`src/hw/rtl/tfd_pkg.sv`:
```
`timescale 1ns / 1ps
// tfd_pkg: shared types and constants of the texel format decoder
// no dependencies

package tfd_pkg;

  typedef enum logic [2:0] {
    FMT_RGB565 = 3'd0,
    FMT_RGB5A3 = 3'd1,
    FMT_I4     = 3'd2,
    FMT_IA4    = 3'd3,
    FMT_I8     = 3'd4,
    FMT_IA8    = 3'd5,
    FMT_RGBA8  = 3'd6,
    FMT_BAD    = 3'd7
  } format_e;

  localparam int unsigned WordW    = 16;
  localparam int unsigned ChanW    = 8;
  localparam logic [ChanW-1:0] Opaque = 8'hFF;

  typedef struct packed {
    logic [ChanW-1:0] red;
    logic [ChanW-1:0] green;
    logic [ChanW-1:0] blue;
    logic [ChanW-1:0] alpha;
    logic             last_of_run;
    logic             bad_format;
  } texel_t;

endpackage

```
`src/hw/rtl/tfd_word_if.sv`:
```
`timescale 1ns / 1ps
// tfd_word_if: valid/ready channel carrying one raw storage word per item
// depends on tfd_pkg

interface tfd_word_if;
  logic                      valid;
  logic                      ready;
  logic [tfd_pkg::WordW-1:0] storage_word;

  modport source (output valid, output storage_word, input ready);
  modport sink (input valid, input storage_word, output ready);
endinterface

```
`src/hw/rtl/tfd_texel_if.sv`:
```
`timescale 1ns / 1ps
// tfd_texel_if: valid/ready channel carrying one rgba8 texel per item
// depends on tfd_pkg

interface tfd_texel_if;
  logic                      valid;
  logic                      ready;
  logic [tfd_pkg::ChanW-1:0] red;
  logic [tfd_pkg::ChanW-1:0] green;
  logic [tfd_pkg::ChanW-1:0] blue;
  logic [tfd_pkg::ChanW-1:0] alpha;
  logic                      last_of_run;
  logic                      bad_format;

  modport source (output valid, output red, output green, output blue, output alpha,
                  output last_of_run, output bad_format, input ready);
  modport sink (input valid, input red, input green, input blue, input alpha,
                input last_of_run, input bad_format, output ready);
endinterface

```
`src/hw/rtl/tfd_ram.sv`:
```
`timescale 1ns / 1ps
// tfd_ram: generic single-write, single-read synchronous ram, registered read
// no dependencies

module tfd_ram #(
  parameter int unsigned WIDTH = 16,
  parameter int unsigned DEPTH = 16
) (
  input  logic                     clk_i,
  input  logic                     we_i,
  input  logic [$clog2(DEPTH)-1:0] waddr_i,
  input  logic [WIDTH-1:0]         wdata_i,
  input  logic                     re_i,
  input  logic [$clog2(DEPTH)-1:0] raddr_i,
  output logic [WIDTH-1:0]         rdata_o
);

  logic [WIDTH-1:0] mem_q [DEPTH];
  logic [WIDTH-1:0] rdata_q;

  always_ff @(posedge clk_i) begin
    if (we_i) begin
      mem_q[waddr_i] <= wdata_i;
    end
    if (re_i) begin
      rdata_q <= mem_q[raddr_i];
    end
  end

  assign rdata_o = rdata_q;

endmodule

```
`src/hw/rtl/texel_format_to_rgba8_decoder.sv`:
```
`timescale 1ns / 1ps
// texel_format_to_rgba8_decoder: raw texture words in, rgba8 texels out
// depends on tfd_pkg, tfd_word_if, tfd_texel_if, tfd_ram
// a texel passes the stage 1 register and then the output register before it is presented
// throughput: one item per cycle while the output accepts; an i4 item gives two texels on one port and holds the input
// rgba8 alpha-red words sit in a TILE_TEXELS-entry ram (16 by default) and are read back for the green-blue words
// reset: format rgb565, tile position zero, pipeline empty; ram contents undefined

module texel_format_to_rgba8_decoder #(
  parameter int unsigned TILE_TEXELS = 16
) (
  input  logic               clk_i,
  input  logic               rst_ni,
  input  logic               cfg_we_i,
  input  logic [2:0]         cfg_wdata_i,
  tfd_word_if.sink           in_i,
  tfd_texel_if.source        out_o
);

  localparam int unsigned IdxW = $clog2(TILE_TEXELS);
  localparam int unsigned PosW = IdxW + 1;

  tfd_pkg::format_e fmt_q;
  logic [PosW-1:0]  pos_q;

  logic                      s1_valid_q;
  logic                      s1_half_q;
  tfd_pkg::format_e          s1_fmt_q;
  logic [tfd_pkg::WordW-1:0] s1_word_q;

  logic            out_valid_q;
  tfd_pkg::texel_t out_q;
  tfd_pkg::texel_t texel;

  logic                      accept;
  logic                      ar_phase;
  logic                      out_free;
  logic                      emit;
  logic                      s1_last;
  logic                      s1_done;
  logic [tfd_pkg::WordW-1:0] ar_word;

  assign accept   = in_i.valid && in_i.ready;
  assign ar_phase = !pos_q[IdxW];
  assign out_free = !out_valid_q || out_o.ready;
  assign emit     = s1_valid_q && out_free;
  assign s1_last  = (s1_fmt_q != tfd_pkg::FMT_I4) || s1_half_q;
  assign s1_done  = emit && s1_last;
  assign in_i.ready = !s1_valid_q || s1_done;

  // alpha-red words go in during the first half of a tile, come out in the second
  tfd_ram #(
    .WIDTH(tfd_pkg::WordW),
    .DEPTH(TILE_TEXELS)
  ) u_ar_ram (
    .clk_i  (clk_i),
    .we_i   (accept && (fmt_q == tfd_pkg::FMT_RGBA8) && ar_phase),
    .waddr_i(pos_q[IdxW-1:0]),
    .wdata_i(in_i.storage_word),
    .re_i   (accept && (fmt_q == tfd_pkg::FMT_RGBA8) && !ar_phase),
    .raddr_i(pos_q[IdxW-1:0]),
    .rdata_o(ar_word)
  );

  always_ff @(posedge clk_i or negedge rst_ni) begin
    if (!rst_ni) begin
      fmt_q <= tfd_pkg::FMT_RGB565;
      pos_q <= '0;
    end else if (cfg_we_i) begin
      fmt_q <= tfd_pkg::format_e'(cfg_wdata_i);
      pos_q <= '0;
    end else if (accept && (fmt_q == tfd_pkg::FMT_RGBA8)) begin
      pos_q <= pos_q + PosW'(1);
    end
  end

  // stage 1 control
  always_ff @(posedge clk_i or negedge rst_ni) begin
    if (!rst_ni) begin
      s1_valid_q <= 1'b0;
      s1_half_q  <= 1'b0;
    end else if (accept) begin
      s1_valid_q <= !((fmt_q == tfd_pkg::FMT_RGBA8) && ar_phase);
      s1_half_q  <= 1'b0;
    end else if (s1_done) begin
      s1_valid_q <= 1'b0;
      s1_half_q  <= 1'b0;
    end else if (emit) begin
      s1_half_q  <= 1'b1;
    end
  end

  always_ff @(posedge clk_i) begin
    if (accept) begin
      s1_fmt_q  <= fmt_q;
      s1_word_q <= in_i.storage_word;
    end
  end

  always_comb begin
    logic [3:0] nib;
    nib = s1_half_q ? s1_word_q[3:0] : s1_word_q[7:4];
    texel = '0;
    texel.alpha       = tfd_pkg::Opaque;
    texel.last_of_run = 1'b1;
    unique case (s1_fmt_q)
      tfd_pkg::FMT_RGB565: begin
        texel.red   = {s1_word_q[15:11], 3'b0};
        texel.green = {s1_word_q[10:5], 2'b0};
        texel.blue  = {s1_word_q[4:0], 3'b0};
      end
      tfd_pkg::FMT_RGB5A3: begin
        if (s1_word_q[15]) begin
          texel.red   = {s1_word_q[14:10], 3'b0};
          texel.green = {s1_word_q[9:5], 3'b0};
          texel.blue  = {s1_word_q[4:0], 3'b0};
        end else begin
          texel.red   = {s1_word_q[11:8], 4'b0};
          texel.green = {s1_word_q[7:4], 4'b0};
          texel.blue  = {s1_word_q[3:0], 4'b0};
          texel.alpha = {s1_word_q[14:12], 5'b0};
        end
      end
      tfd_pkg::FMT_I4: begin
        // high nibble first, low nibble closes the item
        texel.red         = {nib, 4'b0};
        texel.green       = {nib, 4'b0};
        texel.blue        = {nib, 4'b0};
        texel.last_of_run = s1_half_q;
      end
      tfd_pkg::FMT_IA4: begin
        texel.red   = {s1_word_q[3:0], 4'b0};
        texel.green = {s1_word_q[3:0], 4'b0};
        texel.blue  = {s1_word_q[3:0], 4'b0};
        texel.alpha = {s1_word_q[7:4], 4'b0};
      end
      tfd_pkg::FMT_I8: begin
        texel.red   = s1_word_q[7:0];
        texel.green = s1_word_q[7:0];
        texel.blue  = s1_word_q[7:0];
      end
      tfd_pkg::FMT_IA8: begin
        texel.red   = s1_word_q[7:0];
        texel.green = s1_word_q[7:0];
        texel.blue  = s1_word_q[7:0];
        texel.alpha = s1_word_q[15:8];
      end
      tfd_pkg::FMT_RGBA8: begin
        texel.alpha = ar_word[15:8];
        texel.red   = ar_word[7:0];
        texel.green = s1_word_q[15:8];
        texel.blue  = s1_word_q[7:0];
      end
      tfd_pkg::FMT_BAD: begin
        texel.alpha      = '0;
        texel.bad_format = 1'b1;
      end
    endcase
  end

  // output register
  always_ff @(posedge clk_i or negedge rst_ni) begin
    if (!rst_ni) begin
      out_valid_q <= 1'b0;
    end else if (out_free) begin
      out_valid_q <= s1_valid_q;
    end
  end

  always_ff @(posedge clk_i) begin
    if (emit) begin
      out_q <= texel;
    end
  end

  assign out_o.valid       = out_valid_q;
  assign out_o.red         = out_q.red;
  assign out_o.green       = out_q.green;
  assign out_o.blue        = out_q.blue;
  assign out_o.alpha       = out_q.alpha;
  assign out_o.last_of_run = out_q.last_of_run;
  assign out_o.bad_format  = out_q.bad_format;

  // an alpha-red word leaves nothing in stage 1
  a_ar_no_texel: assert property (@(posedge clk_i) disable iff (!rst_ni)
    (accept && (fmt_q == tfd_pkg::FMT_RGBA8) && ar_phase) |=> !s1_valid_q)
    else $error("alpha-red word produced a texel");

  // only i4 items have a second texel
  a_half_i4: assert property (@(posedge clk_i) disable iff (!rst_ni)
    (s1_valid_q && s1_half_q) |-> (s1_fmt_q == tfd_pkg::FMT_I4))
    else $error("second texel on a non-i4 item");

  // tile position moves only on rgba8 items or a format write
  a_pos_hold: assert property (@(posedge clk_i) disable iff (!rst_ni)
    (!cfg_we_i && !(accept && (fmt_q == tfd_pkg::FMT_RGBA8))) |=> (pos_q == $past(pos_q)))
    else $error("tile position moved without an rgba8 item");

  // unsupported format gives a zero texel that closes its item
  a_bad_zero: assert property (@(posedge clk_i) disable iff (!rst_ni)
    (out_valid_q && out_q.bad_format) |->
      (out_q.red == '0 && out_q.green == '0 && out_q.blue == '0 && out_q.alpha == '0 &&
       out_q.last_of_run))
    else $error("unsupported format texel not zero");

  // with the output side free, an i4 first texel is followed by its second in stage 1
  a_s1_moves: assert property (@(posedge clk_i) disable iff (!rst_ni)
    (s1_valid_q && !s1_last && out_free) |=> (s1_valid_q && s1_half_q))
    else $error("i4 first texel not followed by second");

endmodule
```
`src/flat_wrapper.sv`:
```
// flat-port wrapper written by rule: the top's interface ports become plain ports
module texel_format_to_rgba8_decoder_flat 
#(
  parameter int unsigned TILE_TEXELS = 16
)
  (clk_i, rst_ni, cfg_we_i, cfg_wdata_i, in_i_valid, in_i_storage_word, in_i_ready, out_o_valid, out_o_red, out_o_green, out_o_blue, out_o_alpha, out_o_last_of_run, out_o_bad_format, out_o_ready);
  tfd_word_if in_i_i ();
  tfd_texel_if out_o_i ();
  input  logic clk_i;
  input  logic rst_ni;
  input  logic cfg_we_i;
  input  logic [2:0] cfg_wdata_i;
  input wire logic [$bits(in_i_i.valid)-1:0] in_i_valid;
  input wire logic [$bits(in_i_i.storage_word)-1:0] in_i_storage_word;
  output wire logic [$bits(in_i_i.ready)-1:0] in_i_ready;
  output wire logic [$bits(out_o_i.valid)-1:0] out_o_valid;
  output wire logic [$bits(out_o_i.red)-1:0] out_o_red;
  output wire logic [$bits(out_o_i.green)-1:0] out_o_green;
  output wire logic [$bits(out_o_i.blue)-1:0] out_o_blue;
  output wire logic [$bits(out_o_i.alpha)-1:0] out_o_alpha;
  output wire logic [$bits(out_o_i.last_of_run)-1:0] out_o_last_of_run;
  output wire logic [$bits(out_o_i.bad_format)-1:0] out_o_bad_format;
  input wire logic [$bits(out_o_i.ready)-1:0] out_o_ready;
  assign in_i_i.valid = in_i_valid;
  assign in_i_i.storage_word = in_i_storage_word;
  assign in_i_ready = in_i_i.ready;
  assign out_o_valid = out_o_i.valid;
  assign out_o_red = out_o_i.red;
  assign out_o_green = out_o_i.green;
  assign out_o_blue = out_o_i.blue;
  assign out_o_alpha = out_o_i.alpha;
  assign out_o_last_of_run = out_o_i.last_of_run;
  assign out_o_bad_format = out_o_i.bad_format;
  assign out_o_i.ready = out_o_ready;
  texel_format_to_rgba8_decoder #(.TILE_TEXELS(TILE_TEXELS)) u_core (.clk_i(clk_i), .rst_ni(rst_ni), .cfg_we_i(cfg_we_i), .cfg_wdata_i(cfg_wdata_i), .in_i(in_i_i), .out_o(out_o_i));
endmodule
```
`config.mk`:
```
export PLATFORM = sky130hd
export DESIGN_NAME = texel_format_to_rgba8_decoder_flat
export DESIGN_NICKNAME = d
export VERILOG_FILES = /design/src/hw/rtl/tfd_pkg.sv /design/src/hw/rtl/tfd_word_if.sv /design/src/hw/rtl/tfd_texel_if.sv /design/src/hw/rtl/tfd_ram.sv /design/src/hw/rtl/texel_format_to_rgba8_decoder.sv /design/src/flat_wrapper.sv
export SDC_FILE = /design/constraint.sdc
export NUM_CORES = 1
export LEC_CHECK = 0
export ABC_AREA = 0
export BUFFER_PORTS_ARGS = -buffer_cell sky130_fd_sc_hd__buf_2
export CORE_MARGIN = 8
export CORE_UTILIZATION = 40
export DETAILED_ROUTE_END_ITERATION = 8
export GPL_TIMING_DRIVEN = 0
export SYNTH_ARGS = -nofsm -noshare
export SYNTH_HDL_FRONTEND = slang
export SYNTH_HIERARCHICAL = 1
export SYNTH_SLANG_ARGS = --single-unit
```
`constraint.sdc`:
```
create_clock -name clk_i -period 3.7 [get_ports clk_i]
set_input_delay 0 -clock clk_i [delete_from_list [all_inputs] [get_ports clk_i]]
set_output_delay 0 -clock clk_i [all_outputs]
set_load 0.02 [all_outputs]
```
==> flow_metrics.env, run 1 <==
export IMPL_outcome="complete, no violations"
export IMPL_hold_ws_ns=0.293
export IMPL_place_ws_ns=0.296
export IMPL_cts_buffers=36
export IMPL_ys_flop_type="edfxtp_1"
export IMPL_die_area_um2=39200
export IMPL_layout_common_cells="edfxtp_1, buf_2, mux4_2, a22oi_1, nand2_1"
export IMPL_synthArstFlopShare=0.0327
export IMPL_rows=66
export IMPL_grt_usage=0.146
export IMPL_wl_per_cell_um=22.0
export IMPL_required_ns=3.90
export IMPL_ys_seq_elements=336
export IMPL_fillers=2761
export IMPL_synth_edff_count=325
export IMPL_post_dp_cell_area_um2=14400
export IMPL_crit_fanout=10
export IMPL_drive_above_1_share=0.252
export IMPL_yosysSeqAreaShare=0.758
export IMPL_grt_pass1_vias=7222
export IMPL_layout_commonest_cell="edfxtp_1"
export IMPL_synth_fp_nets=708
export IMPL_io_buffers=58
export IMPL_crit_type="register to register"
export IMPL_cp_cell_sequence="buf_4 > or4b_1 > buf_2 > a31oi_4 > nor3_1 > or3b_2 > nor3_2 > buf_6"
export IMPL_ant_nets=0
export IMPL_routed_wl_mm=28.3
export IMPL_viasPerCell=5.36
export IMPL_antenna_found_initial=1
export IMPL_worst_ep_arrival_time_ns=3.66
export IMPL_clock_latency_ns=0.50
export IMPL_cp_top_family="simple AND/OR/NAND/NOR gates"
export IMPL_yosysUniqueCellTypes=46
export IMPL_power_leakage_nw=5.12
export IMPL_tightest_slew_ns=1.02
export IMPL_vdd_ir_drop_max_mv=0.341
export IMPL_clock_skew_ns=0.0140
export IMPL_max_cap_violations=0
export IMPL_hp_class="input pin to register"
export IMPL_rsz0062_at_grt="false"
export IMPL_max_slew_margin_rel=0.315
export IMPL_maxSlewViolCount=0
export IMPL_overflow=0
export IMPL_final_util=0.484
export IMPL_min_period_ns=3.46
export IMPL_vias=6904
export IMPL_netlist_area_um2=13200
export IMPL_cts_sinks=336
export IMPL_pin_count=60
export IMPL_die_y_um=198
export IMPL_period_share=0.936
export IMPL_setup_violations=0
export IMPL_crit_slowest_cell="nor3_1"
export IMPL_die_x_um=198
export IMPL_grt_max_degree=36
export IMPL_area_growth_syn_to_layout_pct=18.9
export IMPL_fmax_mhz=289
export IMPL_power_density_nw_per_um2=530
export IMPL_synth_yosys_warnings=6
export IMPL_final_area_um2=15700
export IMPL_syn_inst=683
export IMPL_core_um2=32500
export IMPL_root_buffer="clkbuf_16"
export IMPL_initial_core_util=0.407
export IMPL_max_stage_delay_ns=0.67
export IMPL_cts_tree="yes"
export IMPL_grt_first_pass_wirelength_mm=43.2
export IMPL_clkSlewWorstSetupHoldPaths_ns=0.06
export IMPL_first_pass_iters=5
export IMPL_drt_iter0_drc=429
export IMPL_htreeDepth=2
export IMPL_synth_area_per_cell_um2=19.4
export IMPL_critPathCaptureType="register"
export IMPL_hold_violations=0
export IMPL_drc_errors=0
export IMPL_setup_ws_ns=0.237
export IMPL_worstSetupStartpointType="register"
export IMPL_critPathBufInv=3
export IMPL_clk_path_buf_depth=3
export IMPL_finalNetCount=844
export IMPL_gp_congestion=0.951
export IMPL_dp_hpwl_mm=19.2
export IMPL_power_total_w=0.00834
==> synth_stat cells, types with 4 or more instances <==
cell	n	area, um2
and3_1	7	43.8
buf_6	4	45.0
mux2_2	5	56.3
inv_1	7	26.3
nand2b_1	9	56.3
clkbuf_1	17	63.8
buf_4	4	30.0
buf_1	6	22.5
mux4_2	54	1220
nand3_1	7	35.0
nor3_1	5	25.0
a22oi_1	46	345
o221ai_1	7	61.3
nand2_1	39	146
mux4_1	10	263
nor2b_1	4	25.0
dfrtp_1	11	275
nor2_1	26	97.6
buf_2	5	25.0
mux2i_1	11	110
edfxtp_1	325	9760
a21oi_1	17	85.1
o21ai_0	16	80.1
==> stage by stage <==
step / setup TNS, ns / std cells
floorplan: 0 / 683
global placement: -61.39 / 1183
detailed placement: 0 / 1199
CTS: 0 / 1287
global route: 0 / 1288
finish: 0 / 1288
==> worst paths after layout <==
| path | start | slack, ns | end | cells after the start |
|---|---|---|---|---|
| min in group asynchronous | rst_ni | 0.54 | u_core/s1_half_q | 3 |
| setup reg to reg | u_core/s1_fmt_q[1] | 0.24 | u_core/u_ar_ram/mem_q[0][5] | 8 |
| hold reg to reg | u_core/fmt_q[1] | 0.48 | u_core/s1_fmt_q[1] | 0 |
| max in group asynchronous | rst_ni | 2.81 | u_core/s1_valid_q | 3 |
| hold / removal | in_i_valid | 0.29 | u_core/s1_half_q | 3 |
| setup / recovery | u_core/s1_fmt_q[1] | 0.24 | u_core/u_ar_ram/mem_q[0][5] | 8 |
==> routing by layer <==
layer	vias up	track usage	wire [um]
met3	45	0.0328	1790
met1	3536	0.192	12300
met2	213	0.242	13600
met5	-	0	0
met4	0	0.0379	574
li1	3110	-	-
==> final cells by class <==
cell class                 count  area (um2)  share of cell area
timing repair buffer          98         798              0.0507
multi-input combinational    304        3040               0.193
sequential                   336       10000               0.638
inverter                       7        26.3             0.00167
antenna                        1        2.50            0.000159
tap                          442         553              0.0351
clock buffer                  50         975              0.0619
clock inverter                14         123             0.00779
buffer                        36         186              0.0118
==> what timing repair did <==
action | 4_1_cts | 5_1_grt
resized for setup | 0 | 0
endpoints found under the hold margin | 292 | 0
buffers inserted | 0 | 0
hold buffers | 24 | 0
==> cell families (layout without fill, tap and decap cells) <==
group	count (synthesis)	count (layout)	share of synthesized area
DFF	336	336	0.758
and+or+nand+nor	113	113	0.0410
AOI/OAI and AO/OA	110	110	0.0595
muxes	80	80	0.124
buffers and inverters	43	205	0.0161
adders and majority gates	1	1	0.000945
other	0	1	0
==> sequential cells by signal, summed over array words and instances, names as in the netlist <==
signal and flops:
u_core/u_ar_ram/mem_q 256, u_core/s1_word_q 16, u_core/u_ar_ram/rdata_o 16, u_core/out_o.alpha 8
u_core/out_o.blue 8, u_core/out_o.green 8, u_core/out_o.red 8, u_core/pos_q 5
u_core/fmt_q 3, u_core/s1_fmt_q 3, u_core/out_o.bad_format 1, u_core/out_o.last_of_run 1
u_core/out_o.valid 1, u_core/s1_half_q 1, u_core/s1_valid_q 1
==> worst register-to-register path: cells and delay by family, from the launching register on <==
family / cells / cell delay (ns)
simple gates: 4 / 2.04
buf+inv: 3 / 0.58
flops: 1 / 0.37
compound gates: 1 / 0.16
==> report_power, final <==
group          switching (W)  leakage [nW]  internal [W]
Clock                0.00136         0.533       0.00198
Sequential         0.0000563          3.10       0.00431
Combinational       0.000402          1.49      0.000233
No activity file was read; power rests on OpenSTA's default activity.
==> inputs of run 2 (changes only) <==
- PLACE_DENSITY_LB_ADDON: unset -> 0.2
==> run 2 against run 1 <==
Effect of this change:
- sequential power barely moved
- first-iteration DRC count rose by 17%
- power decreased by 0.52%
- register-to-register slack improved by 0.14 ns
==> flow_metrics.env, run 2 (same netlist as run 1, synthesis figures left out) <==
export IMPL_crit_end="u_core/u_ar_ram/mem_q[0][12]"
export IMPL_clock_latency_ns=0.51
export IMPL_root_buffer="clkbuf_16"
export IMPL_clkSlewWorstSetupHoldPaths_ns=0.06
export IMPL_wl_met3_mm=1.41
export IMPL_crit_type="register to register"
export IMPL_cts_tree="yes"
export IMPL_cts_buffers=36
export IMPL_drt_iter0_drc=504
export IMPL_power_density_nw_per_um2=529
export IMPL_io_buffers=58
export IMPL_fmax_mhz=301
export IMPL_cts_repair_resized=0
export IMPL_grt_pass1_vias=7329
export IMPL_first_pass_iters=5
export IMPL_tightest_slew_ns=0.891
export IMPL_power_leakage_nw=5.09
export IMPL_outcome="complete, no violations"
export IMPL_max_cap_violations=0
export IMPL_min_period_ns=3.33
export IMPL_worstSetupStartpointType="register"
export IMPL_setup_violations=0
export IMPL_grt_max_degree=36
export IMPL_final_area_um2=15700
export IMPL_postCtsSetupRepairBufs=0
export IMPL_antennaDiodeCount=0
export IMPL_htreeDepth=2
export IMPL_vias=6962
export IMPL_die_area_um2=39200
export IMPL_dp_hpwl_mm=20.2
export IMPL_hold_violations=0
export IMPL_wl_met2_mm=14.4
export IMPL_drt_met1_wl_mm=12.4
export IMPL_initial_core_util=0.407
export IMPL_drc_errors=0
export IMPL_maxSlewViolCount=0
export IMPL_required_ns=3.91
export IMPL_routed_wl_mm=28.9
export IMPL_pin_count=60
export IMPL_finalNetCount=844
export IMPL_worst_ep_arrival_time_ns=3.54
export IMPL_crit_fanout=10
export IMPL_reg2regPathDepth=8
export IMPL_clk_path_buf_depth=3
export IMPL_die_y_um=198
export IMPL_gp_congestion=0.852
export IMPL_die_x_um=198
export IMPL_antenna_found_initial=0
export IMPL_largest_reg_flops=256
export IMPL_period_share=0.899
export IMPL_top_layer_used="met4"
export IMPL_grt_usage=0.149
export IMPL_ant_nets=0
export IMPL_post_dp_cell_area_um2=14400
export IMPL_clock_skew_ns=0.0163
export IMPL_ff2ff_setup_slack_ns=0.37
export IMPL_hp_class="input pin to register"
export IMPL_max_slew_margin_rel=0.403
export IMPL_vdd_ir_drop_max_mv=0.409
export IMPL_wl_per_cell_um=22.5
export IMPL_tns_ns=0
export IMPL_largest_register="u_core/u_ar_ram/mem_q"
export IMPL_core_um2=32500
export IMPL_rsz0062_at_grt="false"
export IMPL_overflow=0
export IMPL_hold_ws_ns=0.274
export IMPL_area_growth_syn_to_layout_pct=18.5
export IMPL_drive_above_1_share=0.250
export IMPL_worstReg2RegEnd="u_core/u_ar_ram/mem_q[0][12]"
export IMPL_layout_commonest_cell="edfxtp_1"
export IMPL_cts_sinks=336
export IMPL_viasPerCell=5.42
export IMPL_layout_common_cells="edfxtp_1, buf_2, mux4_2, a22oi_1, nand2_1"
export IMPL_cp_startpoint="u_core/s1_fmt_q[1]"
export IMPL_grt_first_pass_wirelength_mm=44.2
export IMPL_critPathCaptureType="register"
export IMPL_rows=66
export IMPL_r2r_start="u_core/s1_fmt_q[1]"
==> run 2: what timing repair did <==
item	in CTS	in global routing
hold buffers	24	0
setup endpoints to repair	0	0
endpoints found under the hold margin	292	0
==> run 2: how the worst min path moves through the flow <==
stage	from	to	slack, ns	cells after the start
floorplan	rst_ni	u_core/fmt_q[0]	-0.30	0
global placement	rst_ni	u_core/out_o.valid	-0.12	1
detailed placement	rst_ni	u_core/out_o.valid	-0.11	1
CTS	cfg_wdata_i[1]	u_core/fmt_q[1]	0.26	3
global route	cfg_wdata_i[0]	u_core/fmt_q[0]	0.28	3
finish	cfg_wdata_i[0]	u_core/fmt_q[0]	0.27	3
==> run 2: through the flow <==
| stage | util | setup slack (ns) | power (W) | instances |
|---|---|---|---|---|
| after floorplan | - | 0.409 | 0.00482 | 683 |
| after global placement | 0.433 | -0.895 | 0.00505 | 1183 |
| after detailed placement | 0.442 | 0.428 | 0.00507 | 1199 |
| after CTS | 0.482 | 0.414 | 0.00841 | 1285 |
| after global routing | 0.482 | 0.223 | 0.00860 | 1285 |
| final | 0.482 | 0.374 | 0.00830 | 1285 |
==> run 2: cell type report <==
cell class	instances	area, um2
buffer	36	186
clock buffer	46	938
clock inverter	16	138
fill	2756	16900
inverter	7	26.3
multi-input combinational	304	3040
sequential	336	10000
tap	442	553
timing repair buffer	98	768
==> run 2: report_power, final <==
group          switching [W]  internal [W]  leakage (nW)
Combinational       0.000407      0.000233          1.48
Sequential         0.0000614       0.00431          3.10
Clock                0.00136       0.00193         0.520
Total                0.00183       0.00647          5.09
==> run 2: critical path: stages, from the launching register on <==
cell and delay (ns):
edfxtp_1 0.36, buf_4 0.18, or4b_1 0.16, buf_2 0.14, a31oi_4 0.16, nor3_1 0.61, or3b_2 0.58, nor3_2 0.57
buf_6 0.27
==> run 2: layer usage <==
layer | up-vias | GRT usage
met5 | - | 0
li1 | 3108 | -
met2 | 191 | 0.258
met4 | 0 | 0.0481
met3 | 52 | 0.0236
met1 | 3611 | 0.188
==> inputs of run 3 (changes only) <==
- CORE_ASPECT_RATIO: unset -> 1.2
- PLACE_DENSITY_LB_ADDON: 0.2 -> 0.12
==> run 3 against run 2 <==
Effect of this change:
- worst setup slack worse by 0.015 ns
- combinational power hardly changed
- first-iteration DRC count is 57% higher
- clock skew hardly changed
- critical path depth stayed put
- clock-buffer cell count is 1 lower
- design area hardly changed
- power is 0.50% higher
- final cell count is 2.2% lower
- critical endpoint is now u_core/u_ar_ram/mem_q[0][9]
- largest cell class unchanged
==> flow_metrics.env, run 3 (same netlist as run 1, synthesis figures left out) <==
export IMPL_outcome="complete, no violations"
export IMPL_seqPwrFrac=0.523
export IMPL_hp_class="input pin to register"
export IMPL_cts_sinks=336
export IMPL_grt_pass1_vias=7603
export IMPL_crit_fanout=10
export IMPL_viasPerCell=5.60
export IMPL_finalNetCount=845
export IMPL_required_ns=3.91
export IMPL_max_slew_margin_rel=0.415
export IMPL_vias=7035
export IMPL_io_buffers=58
export IMPL_final_util=0.477
export IMPL_drive_above_1_share=0.251
export IMPL_die_x_um=182
export IMPL_largest_reg_flops=256
export IMPL_min_delay_start="in_i_valid"
export IMPL_worst_ep_arrival_time_ns=3.55
export IMPL_largest_register="u_core/u_ar_ram/mem_q"
export IMPL_power_total_w=0.00834
export IMPL_tightest_slew_ns=0.872
export IMPL_fillers=2744
export IMPL_power_density_nw_per_um2=531
export IMPL_period_share=0.903
export IMPL_pwr_share_comb=0.077
export IMPL_dp_hpwl_mm=20.1
export IMPL_clk_path_buf_depth=3
export IMPL_drc_errors=0
export IMPL_clkPwrFrac=0.400
export IMPL_clock_latency_ns=0.52
export IMPL_area_growth_syn_to_layout_pct=18.6
export IMPL_drt_iter0_drc=790
export IMPL_hold_ws_ns=0.286
export IMPL_p_int_w=0.00652
export IMPL_antenna_found_initial=0
export IMPL_hold_violations=0
export IMPL_root_buffer="clkbuf_16"
export IMPL_fmax_mhz=299
export IMPL_vdd_ir_drop_max_mv=0.203
export IMPL_die_y_um=215
export IMPL_die_area_um2=39200
export IMPL_wl_per_cell_um=22.9
export IMPL_cp_cell_sequence="buf_4 > or4b_1 > buf_2 > a31oi_4 > nor3_1 > or3b_2 > nor3_2 > buf_6"
export IMPL_ant_nets=0
export IMPL_max_cap_violations=0
export IMPL_r2r_start="u_core/s1_fmt_q[1]"
export IMPL_core_um2=32900
export IMPL_p_switching_w=0.00182
export IMPL_min_period_ns=3.34
export IMPL_cp_startpoint="u_core/s1_fmt_q[1]"
export IMPL_first_pass_iters=6
export IMPL_initial_core_util=0.403
export IMPL_layout_commonest_cell="edfxtp_1"
export IMPL_tns_ns=0
export IMPL_grt_first_pass_wirelength_mm=44.6
export IMPL_maxSlewViolCount=0
export IMPL_htreeDepth=2
export IMPL_cts_tree="yes"
export IMPL_antennaDiodeCount=0
export IMPL_setup_violations=0
export IMPL_rsz0062_at_grt="false"
export IMPL_crit_slowest_cell="nor3_2"
export IMPL_cts_buffers=34
export IMPL_critPathCaptureType="register"
export IMPL_pin_count=60
export IMPL_power_leakage_nw=5.12
export IMPL_grt_max_degree=36
export IMPL_clock_skew_ns=0.0164
export IMPL_rows=73
export IMPL_routed_wl_mm=28.8
export IMPL_worstSetupStartpointType="register"
export IMPL_layout_common_cells="edfxtp_1, buf_2, mux4_2, a22oi_1, nand2_1"
export IMPL_grt_usage=0.148
export IMPL_swShare=0.219
export IMPL_gp_congestion=0.987
export IMPL_postCtsSetupRepairBufs=0
export IMPL_clkSlewWorstSetupHoldPaths_ns=0.06
export IMPL_overflow=0
export IMPL_max_stage_delay_ns=0.68
export IMPL_crit_type="register to register"
## run 3: critical path: cells and delay by family, from the launching register on
| kind | cells | cell delay (ns) |
|---|---|---|
| AO/OA/AOI/OAI | 1 | 0.16 |
| buffers and inverters | 3 | 0.59 |
| flip-flops | 1 | 0.35 |
| AND/OR/NAND/NOR | 4 | 1.92 |
## run 3: area by class of cell
class,instances,area [um2],area share
timing repair buffer,101,803,0.0512
clock buffer,45,966,0.0615
sequential,336,10000,0.639
clock inverter,16,125,0.00797
inverter,7,26.3,0.00167
buffer,36,186,0.0119
tap,412,515,0.0328
multi-input combinational,304,3040,0.194
## run 3: power by group through the flow
| stage | Sequential (W) | Combinational (W) | Clock (W) |
|---|---|---|---|
| floorplan | 0.00450 | 0.000320 | 0 |
| CTS | 0.00436 | 0.000640 | 0.00343 |
| global placement | 0.00444 | 0.000598 | 0 |
| finish | 0.00436 | 0.000641 | 0.00333 |
| global route | 0.00437 | 0.000695 | 0.00356 |
| detailed placement | 0.00444 | 0.000613 | 0 |
## run 3: repair_timing
action / CTS / global route
hold endpoints to repair: 292 / 0
resized for setup: 0 / 0
hold buffers: 27 / 0
## run 3: path summary, 6_finish.rpt
check                                         endpoint  slack, ns  cells past startpoint
max                        u_core/u_ar_ram/mem_q[0][9]       0.36                      8
min                                   u_core/s1_half_q       0.29                      3
max reg2reg                u_core/u_ar_ram/mem_q[0][9]       0.36                      8
min reg2reg                         u_core/s1_fmt_q[1]       0.49                      0
max in group asynchronous              u_core/pos_q[3]       2.80                      3
min in group asynchronous              u_core/fmt_q[0]       0.54                      3
## run 3: metal layers
metal	vias up	GRT usage	share of wire	wire, um
met3	74	0.0265	0.050	1440
li1	3113	-	-	-
met2	232	0.256	0.50	14500
met5	-	0	0	0
met4	0	0.0619	0.034	986
met1	3616	0.181	0.41	11800
## run 3: through the flow
step / setup slack [ns] / instance area, um2 / cells
finish: 0.359 / 15700 / 1257
global route: 0.161 / 15700 / 1257
CTS: 0.381 / 15700 / 1257
detailed placement: 0.394 / 14300 / 1169
global placement: -1.04 / 14000 / 1153
floorplan: 0.409 / 13200 / 683
